## src/sv/oat_pkg.sv

```systemverilog
// ----------------------------------------------------------------------------
// oat_pkg: shared types for the ordered array table
// Word layouts for the request and response channels, operation and status
// codes, and the fixed field widths.
// ----------------------------------------------------------------------------
package oat_pkg;

    // Fixed field widths
    localparam int OP_W  = 3;
    localparam int POS_W = 4;
    localparam int VAL_W = 32;
    localparam int ST_W  = 2;
    localparam int LEN_W = 5;

    // APB register map
    localparam int PADDR_W = 3;
    localparam int PDATA_W = 32;

    // capacity_in_use after reset
    localparam logic [LEN_W-1:0] CAP_RESET = 5'd16;

    typedef enum logic [OP_W-1:0] {
        OP_APPEND = 3'd0,
        OP_INSERT = 3'd1,
        OP_DELETE = 3'd2,
        OP_SEARCH = 3'd3,
        OP_READ   = 3'd4
    } t_op;

    typedef enum logic [ST_W-1:0] {
        ST_OK    = 2'd0,
        ST_FULL  = 2'd1,
        ST_RANGE = 2'd2,
        ST_MISS  = 2'd3
    } t_status;

    // Request word
    typedef struct packed {
        t_op                     operation;
        logic [POS_W-1:0]        position;
        logic signed [VAL_W-1:0] value;
    } t_req;

    // Response word
    typedef struct packed {
        t_status                 status;
        logic [POS_W-1:0]        found_position;
        logic signed [VAL_W-1:0] read_value;
        logic [LEN_W-1:0]        live_length;
    } t_rsp;

endpackage

```

## src/sv/oat_ifs.sv

```systemverilog
// ----------------------------------------------------------------------------
// oat_req_if / oat_rsp_if: valid/ready channels of the ordered array table
// A word moves at a rising edge where valid and ready are both high.
// ----------------------------------------------------------------------------
interface oat_req_if import oat_pkg::*; ();
    logic valid;
    logic ready;
    t_req data;

    modport source (output valid, output data, input ready);
    modport sink   (input valid, input data, output ready);
endinterface

interface oat_rsp_if import oat_pkg::*; ();
    logic valid;
    logic ready;
    t_rsp data;

    modport source (output valid, output data, input ready);
    modport sink   (input valid, input data, output ready);
endinterface

```

## src/sv/oat_ram.sv

```systemverilog
// ----------------------------------------------------------------------------
// oat_ram: generic simple dual-port RAM
// One write port, one read port, read data registered.
// ----------------------------------------------------------------------------
module oat_ram #(
    parameter int WIDTH = 32,
    parameter int DEPTH = 16,
    parameter int AW    = $clog2(DEPTH)
) (
    input  logic             i_clk,
    input  logic             i_wr_en,
    input  logic [AW-1:0]    i_wr_addr,
    input  logic [WIDTH-1:0] i_wr_data,
    input  logic [AW-1:0]    i_rd_addr,
    output logic [WIDTH-1:0] o_rd_data
);

    logic [WIDTH-1:0] r_mem [DEPTH];
    logic [WIDTH-1:0] r_rd_data;

    // Storage array and registered read
    always_ff @(posedge i_clk) begin
        if (i_wr_en) begin
            r_mem[i_wr_addr] <= i_wr_data;
        end
        r_rd_data <= r_mem[i_rd_addr];
    end

    assign o_rd_data = r_rd_data;

endmodule

```

## src/sv/oat_regs.sv

```systemverilog
// ----------------------------------------------------------------------------
// oat_regs: APB configuration register
// Holds capacity_in_use and hands the engine the effective entry limit.
// ----------------------------------------------------------------------------
module oat_regs import oat_pkg::*; #(
    parameter int CAPACITY = 16
) (
    input  logic                     i_clk,
    input  logic                     i_rst_n,
    input  logic                     psel,
    input  logic                     penable,
    input  logic                     pwrite,
    input  logic [PADDR_W-1:0]       paddr,
    input  logic [PDATA_W-1:0]       pwdata,
    output logic [PDATA_W-1:0]       prdata,
    output logic                     pready,
    output logic [LEN_W-1:0]         o_limit
);

    // Register index taken from the word address
    localparam logic REG_CAPACITY = 1'b0;

    // Largest limit the count can express, saturated at the built capacity
    localparam logic [LEN_W-1:0] LIMIT_MAX =
        LEN_W'((CAPACITY > (2**LEN_W - 1)) ? (2**LEN_W - 1) : CAPACITY);

    logic [LEN_W-1:0] r_cap;
    logic             w_wr;

    assign pready = 1'b1;
    assign w_wr   = psel & penable & pwrite & pready & (paddr[2] == REG_CAPACITY);

    // capacity_in_use register
    always_ff @(posedge i_clk) begin
        if (!i_rst_n) begin
            r_cap <= CAP_RESET;
        end else if (w_wr) begin
            r_cap <= pwdata[LEN_W-1:0];
        end
    end

    // Read-back
    assign prdata = (paddr[2] == REG_CAPACITY) ? {{(PDATA_W-LEN_W){1'b0}}, r_cap}
                                                : '0;

    // Effective limit
    assign o_limit = (r_cap > LIMIT_MAX) ? LIMIT_MAX : r_cap;

endmodule

```

## src/sv/oat_engine.sv

```systemverilog
// ----------------------------------------------------------------------------
// oat_engine: operation sequencer of the ordered array table
// Decodes a request, walks the entry RAM one access per cycle for shifts
// and searches, keeps the live count and holds the response register.
// ----------------------------------------------------------------------------
module oat_engine import oat_pkg::*; #(
    parameter int DEPTH = 16,
    parameter int AW    = $clog2(DEPTH)
) (
    input  logic              i_clk,
    input  logic              i_rst_n,
    input  logic [LEN_W-1:0]  i_limit,
    oat_req_if.sink           i_req,
    oat_rsp_if.source         o_rsp,
    output logic              o_wr_en,
    output logic [AW-1:0]     o_wr_addr,
    output logic [VAL_W-1:0]  o_wr_data,
    output logic [AW-1:0]     o_rd_addr,
    input  logic [VAL_W-1:0]  i_rd_data
);

    typedef enum logic [2:0] {
        S_IDLE,
        S_RDWAIT,
        S_SEARCH,
        S_UP,
        S_PUT,
        S_DOWN,
        S_EMIT
    } t_state;

    t_state                  r_state, n_state;
    logic [LEN_W-1:0]        r_count, n_count;
    logic [LEN_W-1:0]        r_idx,   n_idx;
    logic                    r_chk,   n_chk;
    logic [LEN_W-1:0]        r_pos,   n_pos;
    logic signed [VAL_W-1:0] r_val,   n_val;
    t_rsp                    r_pend,  n_pend;
    t_rsp                    r_out,   n_out;
    logic                    r_ovalid, n_ovalid;

    logic [LEN_W-1:0]        w_pos;
    logic [LEN_W-1:0]        w_hit_idx;
    logic [LEN_W-1:0]        w_wr_idx;
    logic [LEN_W-1:0]        w_rd_idx;

    assign w_pos     = {1'b0, i_req.data.position};
    assign w_hit_idx = r_idx - 5'd1;

    assign i_req.ready = (r_state == S_IDLE);
    assign o_rsp.valid = r_ovalid;
    assign o_rsp.data  = r_out;

    assign o_wr_addr = w_wr_idx[AW-1:0];
    assign o_rd_addr = w_rd_idx[AW-1:0];

    // Next-state and RAM access decode
    always_comb begin
        n_state   = r_state;
        n_count   = r_count;
        n_idx     = r_idx;
        n_chk     = r_chk;
        n_pos     = r_pos;
        n_val     = r_val;
        n_pend    = r_pend;
        n_out     = r_out;
        n_ovalid  = r_ovalid;
        o_wr_en   = 1'b0;
        w_wr_idx  = r_idx;
        o_wr_data = r_val;
        w_rd_idx  = r_idx;

        // response taken
        if (r_ovalid && o_rsp.ready) begin
            n_ovalid = 1'b0;
        end

        unique case (r_state)
            S_IDLE: begin
                if (i_req.valid) begin
                    n_val   = i_req.data.value;
                    n_pos   = w_pos;
                    n_state = S_EMIT;
                    n_pend  = '{status: ST_OK, found_position: '0, read_value: '0,
                                live_length: r_count};
                    unique case (i_req.data.operation)
                        OP_APPEND: begin
                            if (r_count >= i_limit) begin
                                n_pend.status = ST_FULL;
                            end else begin
                                o_wr_en            = 1'b1;
                                w_wr_idx           = r_count;
                                o_wr_data          = i_req.data.value;
                                n_count            = r_count + 5'd1;
                                n_pend.live_length = r_count + 5'd1;
                            end
                        end
                        OP_INSERT: begin
                            if (r_count >= i_limit) begin
                                n_pend.status = ST_FULL;
                            end else if (w_pos > r_count) begin
                                n_pend.status = ST_RANGE;
                            end else if (w_pos == r_count) begin
                                // insert at the end: plain append
                                o_wr_en            = 1'b1;
                                w_wr_idx           = r_count;
                                o_wr_data          = i_req.data.value;
                                n_count            = r_count + 5'd1;
                                n_pend.live_length = r_count + 5'd1;
                            end else begin
                                w_rd_idx = r_count - 5'd1;
                                n_idx    = r_count - 5'd1;
                                n_state  = S_UP;
                            end
                        end
                        OP_DELETE: begin
                            if (w_pos >= r_count) begin
                                n_pend.status = ST_RANGE;
                            end else if (w_pos + 5'd1 == r_count) begin
                                // last entry: nothing to move
                                n_count            = r_count - 5'd1;
                                n_pend.live_length = r_count - 5'd1;
                            end else begin
                                w_rd_idx = w_pos + 5'd1;
                                n_idx    = w_pos + 5'd1;
                                n_state  = S_DOWN;
                            end
                        end
                        OP_SEARCH: begin
                            n_pend.status = ST_MISS;
                            w_rd_idx      = '0;
                            n_chk         = (r_count != '0);
                            n_idx         = 5'd1;
                            n_state       = S_SEARCH;
                        end
                        OP_READ: begin
                            if (w_pos >= r_count) begin
                                n_pend.status = ST_RANGE;
                            end else begin
                                w_rd_idx = w_pos;
                                n_state  = S_RDWAIT;
                            end
                        end
                        default: begin
                            n_pend.status = ST_RANGE;
                        end
                    endcase
                end
            end

            // read data arrives in the cycle after the address
            S_RDWAIT: begin
                n_pend.read_value = i_rd_data;
                n_state           = S_EMIT;
            end

            // compare the entry issued last cycle, issue the next
            S_SEARCH: begin
                if (r_chk && (i_rd_data == r_val)) begin
                    n_pend.status         = ST_OK;
                    n_pend.found_position = w_hit_idx[POS_W-1:0];
                    n_state               = S_EMIT;
                end else if (!r_chk) begin
                    n_state = S_EMIT;
                end else begin
                    w_rd_idx = r_idx;
                    n_chk    = (r_idx < r_count);
                    n_idx    = r_idx + 5'd1;
                end
            end

            // move entry idx up by one, walking down to the insert point
            S_UP: begin
                o_wr_en   = 1'b1;
                w_wr_idx  = r_idx + 5'd1;
                o_wr_data = i_rd_data;
                if (r_idx == r_pos) begin
                    n_state = S_PUT;
                end else begin
                    w_rd_idx = r_idx - 5'd1;
                    n_idx    = r_idx - 5'd1;
                end
            end

            // drop the new word into the gap
            S_PUT: begin
                o_wr_en            = 1'b1;
                w_wr_idx           = r_pos;
                o_wr_data          = r_val;
                n_count            = r_count + 5'd1;
                n_pend.live_length = r_count + 5'd1;
                n_state            = S_EMIT;
            end

            // move entry idx down by one, walking up to the end
            S_DOWN: begin
                o_wr_en   = 1'b1;
                w_wr_idx  = r_idx - 5'd1;
                o_wr_data = i_rd_data;
                if (r_idx + 5'd1 < r_count) begin
                    w_rd_idx = r_idx + 5'd1;
                    n_idx    = r_idx + 5'd1;
                end else begin
                    n_count            = r_count - 5'd1;
                    n_pend.live_length = r_count - 5'd1;
                    n_state            = S_EMIT;
                end
            end

            // hand the result to the output register once it is free
            S_EMIT: begin
                if (!r_ovalid || o_rsp.ready) begin
                    n_out    = r_pend;
                    n_ovalid = 1'b1;
                    n_state  = S_IDLE;
                end
            end

            default: begin
                n_state = S_IDLE;
            end
        endcase
    end

    // State, count and output register
    always_ff @(posedge i_clk) begin
        if (!i_rst_n) begin
            r_state  <= S_IDLE;
            r_count  <= '0;
            r_ovalid <= 1'b0;
            r_chk    <= 1'b0;
        end else begin
            r_state  <= n_state;
            r_count  <= n_count;
            r_ovalid <= n_ovalid;
            r_chk    <= n_chk;
        end
        r_idx  <= n_idx;
        r_pos  <= n_pos;
        r_val  <= n_val;
        r_pend <= n_pend;
        r_out  <= n_out;
    end

endmodule

```

## src/sv/ordered_array_table.sv

```systemverilog
// ----------------------------------------------------------------------------
// ordered_array_table: bounded dense array with insert, delete and search
// Dense array of signed 32-bit entries in one RAM with a live length.
//
//   channel  dir   handshake        word
//   i_req    in    valid/ready      operation, position, value
//   o_rsp    out   valid/ready      status, found_position, read_value,
//                                   live_length
//   apb      in    psel/penable     capacity_in_use at byte address 0
//
// One request is handled at a time; a result sits in its own output
// register, so the next request is taken while it waits.
// Insert and delete move each entry behind the position by one, and search
// compares the entries in order until a hit or the end. The single RAM
// read and write ports set the shift and scan time. Reset is synchronous,
// active low; RAM needs none.
// ----------------------------------------------------------------------------
module ordered_array_table import oat_pkg::*; #(
    parameter int CAPACITY = 16
) (
    input  logic                i_clk,
    input  logic                i_rst_n,
    oat_req_if.sink             i_req,
    oat_rsp_if.source           o_rsp,
    input  logic                psel,
    input  logic                penable,
    input  logic                pwrite,
    input  logic [PADDR_W-1:0]  paddr,
    input  logic [PDATA_W-1:0]  pwdata,
    output logic [PDATA_W-1:0]  prdata,
    output logic                pready
);

    // The count never exceeds what live_length can express
    localparam int DEPTH = (CAPACITY < 2**LEN_W) ? CAPACITY : 2**LEN_W;
    localparam int AW    = $clog2(DEPTH);

    logic [LEN_W-1:0] w_limit;
    logic             w_wr_en;
    logic [AW-1:0]    w_wr_addr;
    logic [VAL_W-1:0] w_wr_data;
    logic [AW-1:0]    w_rd_addr;
    logic [VAL_W-1:0] w_rd_data;

    // Configuration register
    oat_regs #(
        .CAPACITY (CAPACITY)
    ) u_regs (
        .i_clk   (i_clk),
        .i_rst_n (i_rst_n),
        .psel    (psel),
        .penable (penable),
        .pwrite  (pwrite),
        .paddr   (paddr),
        .pwdata  (pwdata),
        .prdata  (prdata),
        .pready  (pready),
        .o_limit (w_limit)
    );

    // Entry storage
    oat_ram #(
        .WIDTH (VAL_W),
        .DEPTH (DEPTH),
        .AW    (AW)
    ) u_ram (
        .i_clk     (i_clk),
        .i_wr_en   (w_wr_en),
        .i_wr_addr (w_wr_addr),
        .i_wr_data (w_wr_data),
        .i_rd_addr (w_rd_addr),
        .o_rd_data (w_rd_data)
    );

    // Sequencer
    oat_engine #(
        .DEPTH (DEPTH),
        .AW    (AW)
    ) u_engine (
        .i_clk     (i_clk),
        .i_rst_n   (i_rst_n),
        .i_limit   (w_limit),
        .i_req     (i_req),
        .o_rsp     (o_rsp),
        .o_wr_en   (w_wr_en),
        .o_wr_addr (w_wr_addr),
        .o_wr_data (w_wr_data),
        .o_rd_addr (w_rd_addr),
        .i_rd_data (w_rd_data)
    );

endmodule
```

## src/flat_wrapper.sv

```systemverilog
// flat-port wrapper written by rule: the top's interface ports become plain ports
module ordered_array_table_flat import oat_pkg::*;
#(
    parameter int CAPACITY = 16
)
  (i_clk, i_rst_n, psel, penable, pwrite, paddr, pwdata, prdata, pready, i_req_valid, i_req_data, i_req_ready, o_rsp_valid, o_rsp_data, o_rsp_ready);
  oat_req_if i_req_i ();
  oat_rsp_if o_rsp_i ();
  input  logic i_clk;
  input  logic i_rst_n;
  input  logic psel;
  input  logic penable;
  input  logic pwrite;
  input  logic [PADDR_W-1:0] paddr;
  input  logic [PDATA_W-1:0] pwdata;
  output logic [PDATA_W-1:0] prdata;
  output logic pready;
  input wire logic [$bits(i_req_i.valid)-1:0] i_req_valid;
  input wire logic [$bits(i_req_i.data)-1:0] i_req_data;
  output wire logic [$bits(i_req_i.ready)-1:0] i_req_ready;
  output wire logic [$bits(o_rsp_i.valid)-1:0] o_rsp_valid;
  output wire logic [$bits(o_rsp_i.data)-1:0] o_rsp_data;
  input wire logic [$bits(o_rsp_i.ready)-1:0] o_rsp_ready;
  assign i_req_i.valid = i_req_valid;
  assign i_req_i.data = i_req_data;
  assign i_req_ready = i_req_i.ready;
  assign o_rsp_valid = o_rsp_i.valid;
  assign o_rsp_data = o_rsp_i.data;
  assign o_rsp_i.ready = o_rsp_ready;
  ordered_array_table #(.CAPACITY(CAPACITY)) u_core (.i_clk(i_clk), .i_rst_n(i_rst_n), .i_req(i_req_i), .o_rsp(o_rsp_i), .psel(psel), .penable(penable), .pwrite(pwrite), .paddr(paddr), .pwdata(pwdata), .prdata(prdata), .pready(pready));
endmodule
```

## config.mk

```make
export PLATFORM = sky130hd
export DESIGN_NAME = ordered_array_table_flat
export DESIGN_NICKNAME = d
export VERILOG_FILES = /design/src/sv/oat_pkg.sv /design/src/sv/oat_ifs.sv /design/src/sv/oat_ram.sv /design/src/sv/oat_regs.sv /design/src/sv/oat_engine.sv /design/src/sv/ordered_array_table.sv /design/src/flat_wrapper.sv
export SDC_FILE = /design/constraint.sdc
export NUM_CORES = 1
export LEC_CHECK = 0
export BUFFER_PORTS_ARGS = -buffer_cell sky130_fd_sc_hd__buf_2
export CAP_MARGIN = 20
export CORE_UTILIZATION = 43
export CTS_CLUSTER_SIZE = 28
export DETAILED_ROUTE_END_ITERATION = 10
export PLACE_DENSITY = 0.69
export SYNTH_ARGS = -nofsm -noshare
export SYNTH_HDL_FRONTEND = slang
export SYNTH_HIERARCHICAL = 1
export SYNTH_SLANG_ARGS = --single-unit
```

## constraint.sdc

```tcl
create_clock -name i_clk -period 8.4 [get_ports i_clk]
set_clock_uncertainty 0.2 [all_clocks]
set_input_delay 0.42 -clock i_clk [delete_from_list [all_inputs] [get_ports i_clk]]
set_output_delay 0.42 -clock i_clk [all_outputs]
set_load 0.02 [all_outputs]
```

==> results.txt <==
* Async S/R FF share, synth: 0%
* Final GP Congestion: approximately 0.9
- Leak pwr: 11.2 nW
- Mapped Area: 28200 um2
- For this run, the top clock speed supported by timing is 156 MHz.
- After floorplanning, the core was sized to cover 64600 um2.
- between 150 and 200 I/O pins were placed.
- Number of port buffers: 101
- The worst register-to-register path has a setup slack of 1.99 ns.
- Number of inserted filler cells in the final layout: slightly above 5000
- In this design, the stage delay of the slowest critical-path cell is 0.97 ns.
* Commonest non-fill, non-tap cell in the layout: sky130_fd_sc_hd__edfxtp_1
* Nature of the critical path endpoint: flop
* Post-route minimum period: 6.41 ns
* Final core utilization: between 50% and 60%
* Antenna violations before repair: 4
- CP max stage cell: sky130_fd_sc_hd__nor2_4
* Number of instances in the synthesized netlist: 1630
- Global routing used 32.8% of the available met2 tracks.
* # setup viols final: 0
- The tree built by TritonCTS fans out to 686 sinks.
- The worst setup path is of the flop to flop kind.
- In this run, the number of DRC markers left after iteration 0 of detailed routing was 1940.
- Across the VDD grid, the largest voltage drop is approximately 0.16 mV.
- Register bit total from synthesis: 686
- Combined area of the multi-input logic cells: 7480 um2
- For this run, global-route usage on met1 was measured as 29.3%.
- Total number of placement rows: 93
* Clock tree from TritonCTS: built
- Summed over all failing endpoints, the final setup total negative slack is 0 ns.
* Clk buf depth: 3
- Total routed wirelength: ~68 mm
* Clock slew seen by the registers of the worst setup and hold paths: 0.07 ns
* Relative slew slack: a little over a quarter
- In the final layout, flip-flops and latches occupy 20100 um2.
- Detail-routed net length per standard cell: ~25 um
- Least-Margin Pin Slew: 1.09 ns
- The clock tree synthesis step divided the H-tree into 3 levels.
* Detailed Place HPWL: 41.6 mm
- Max Cap Viol: 0
- In this run, synthesis inferred roughly 640 flip-flops with an integrated enable.
- Top library cells by usage in the layout, fill and taps aside: 639 x sky130_fd_sc_hd__edfxtp_1, 128 x sky130_fd_sc_hd__mux4_2, 101 x sky130_fd_sc_hd__buf_2
- In the routed layout, each cell is associated on average with a via count of 5.84.
* Overflow after GRT: 0
- Final antenna-violating net count: 0
- Entering global routing, the biggest net connects 72 pins.
- Setup repair after global routing left no endpoint under its margin.
- Number of hold-slack violations in the final timing report: 0
- Buffers plus inverters on the worst setup path: 2
- Detailed routing inserted a total of 15800 vias.
- STA classifies the critical path startpoint as a flop.
* Top FF cell, synth: sky130_fd_sc_hd__edfxtp_1
* Cells traversed along the worst timing path: inv_1 -> ha_1 -> and3b_1 -> nand3_2 -> a221o_1 -> or3_1 -> nor3_1 -> a21oi_1 -> a2bb2oi_1 -> o221ai_1 -> nand2_1 -> nor2_4 -> buf_4
- Met3 Track Usage GR: slightly above 4%
- Global-route wire length before repair: slightly above 100 mm
* Outcome: complete, no violations
- The die covers 66500 um2.
* Power per cell area: 300 nW/um2
* Highest fanout seen on the critical path: 23
- Yosys mapped the design onto 77 distinct sky130hd cell types.
* Hold Crit Class: input pin to flop
* Cell type group with the largest total delay on the critical path: simple AND/OR/NAND/NOR gates
- Yosys synthesis warning count: 6
- Before antenna repair, the detailed router went through 6 iterations.
- Aggregate global-route resource usage: 20.8%
- Part of the cycle the worst path needs: 76.3%
- Most used routing layer in global routing: met2
* Required time of the critical path: 8.49 ns
- The die is 258 um wide.
- Number of hold buffers added after CTS: 42
* DR DRC count: 0
- Portion of the post-synthesis area used by sequential elements: 71.5%
* # nets final: 1896
- The die is 258 um tall.
* Clock buffer count from CTS: 70
* Final Max Slew Viols: 0
- Share of final-layout standard cells stronger than drive strength 1: a little under a quarter
- Clock latency on the worst-skew pair: 0.61 ns
- The number of global-route vias before repair is 15600.
- Clock tree synthesis selected as its root buffer the cell sky130_fd_sc_hd__clkbuf_16.
* Mean Syn Cell Area: ~17 um2
- The number of setup buffers added after CTS is 0.
- Layout overhead on the synthesized area: 15.6%
- Effective utilization at floorplan: 43.6%
- The number of gates resized after CTS was 0.
* Critical Path AT: 6.50 ns
[worst min-delay path, delay by kind of cell]
family,cells,cell delay (ns)
simple gates,1,0.22
compound gates,1,0.12
buf+inv,1,0.08
[path summary, 6_finish.rpt]
| check | from | to | depth (start not counted) |
|---|---|---|---|
| hold / removal | o_rsp_ready | u_core/u_engine/o_rsp.valid | 3 |
| setup / recovery | u_core/u_engine/r_count[2] | u_core/u_ram/r_mem[15][18] | 13 |
| hold reg to reg | u_core/u_engine/r_pend[7] | u_core/u_engine/o_rsp.data[7] | 0 |
| setup reg to reg | u_core/u_engine/r_count[2] | u_core/u_ram/r_mem[15][18] | 13 |
[cells in the mapped netlist (14+ instances only)]
cell | number | area (um2)
sky130_fd_sc_hd__dfxtp_1 | 47 | 941
sky130_fd_sc_hd__mux4_2 | 128 | 2880
sky130_fd_sc_hd__inv_1 | 53 | 199
sky130_fd_sc_hd__buf_4 | 38 | 285
sky130_fd_sc_hd__nor2b_1 | 18 | 113
sky130_fd_sc_hd__nor3_1 | 17 | 85.1
sky130_fd_sc_hd__clkbuf_1 | 51 | 191
sky130_fd_sc_hd__xor2_1 | 38 | 333
sky130_fd_sc_hd__a21oi_1 | 42 | 210
sky130_fd_sc_hd__and3_1 | 40 | 250
sky130_fd_sc_hd__a222oi_1 | 33 | 330
sky130_fd_sc_hd__nand2_1 | 74 | 278
sky130_fd_sc_hd__o21ai_0 | 32 | 160
sky130_fd_sc_hd__edfxtp_1 | 639 | 19200
sky130_fd_sc_hd__ha_1 | 23 | 288
sky130_fd_sc_hd__nor2_1 | 59 | 221
sky130_fd_sc_hd__xnor2_1 | 14 | 123
sky130_fd_sc_hd__a22oi_1 | 68 | 510
[layout make-up]
class | count | area share, %
Tap cell | 855 | 3.29
Multi-Input combinational cell | 797 | 23.0
Sequential cell | 686 | 61.8
Clock inverter | 34 | 1.15
Timing Repair Buffer | 181 | 3.91
Antenna cell | 1 | 0.00769
Clock buffer | 96 | 6.19
Inverter | 56 | 0.646
[layer usage]
| metal | up-vias | share of wire, % |
|---|---|---|
| li1 | 6844 | - |
| met1 | 8089 | 42 |
| met2 | 776 | 47 |
| met3 | 106 | 9.0 |
| met4 | 0 | 2.2 |
| met5 | - | 0 |
[cell families after synthesis]
group / Yosys count / share of synthesized area, %
flops: 686 / 71.5
buf+inv: 173 / 2.99
compound gates: 269 / 6.90
simple gates: 280 / 5.09
other cells: 2 / 0.0267
fa+ha+maj: 24 / 1.06
mux: 143 / 10.8
xor+xnor: 53 / 1.70
[sequential cells by signal, indices dropped and copies added, names as in the netlist]
| signal | count |
|---|---|
| u_core/u_engine/o_rsp.valid | 1 |
| u_core/u_engine/r_chk | 1 |
| u_core/u_engine/r_pos | 4 |
| u_core/u_engine/r_idx | 5 |
| u_core/u_ram/o_rd_data | 32 |
| u_core/u_engine/o_rsp.data | 43 |
| u_core/u_engine/r_state | 3 |
| u_core/u_ram/r_mem | 512 |
| u_core/u_engine/r_val | 32 |
| u_core/u_engine/r_pend | 43 |
| u_core/u_regs/r_cap | 5 |
| u_core/u_engine/r_count | 5 |
[stage by stage]
stage / cell area [um2] / hold slack (ns) / worst slack [ns] / std cells / power (mW)
3_3_place_gp: 29700 / 0.208 / 2.29 / 2533 / 6.57
5_1_grt: 32600 / 0.101 / 1.74 / 2705 / 10.1
6_report: 32600 / 0.103 / 1.99 / 2706 / 9.77
4_1_cts: 32600 / 0.0796 / 2.09 / 2705 / 9.82
3_5_place_dp: 29700 / 0.205 / 2.12 / 2533 / 6.63
2_1_floorplan: 28300 / 0.200 / 2.54 / 1656 / 5.88
[where the power goes]
group          internal [mW]  switching [mW]  total, mW
clock network           1.90            1.28       3.19
logic                  0.846            1.30       2.15
registers               4.17           0.269       4.44
total                   6.92            2.85       9.77
Power figures use the tool's default switching activity.
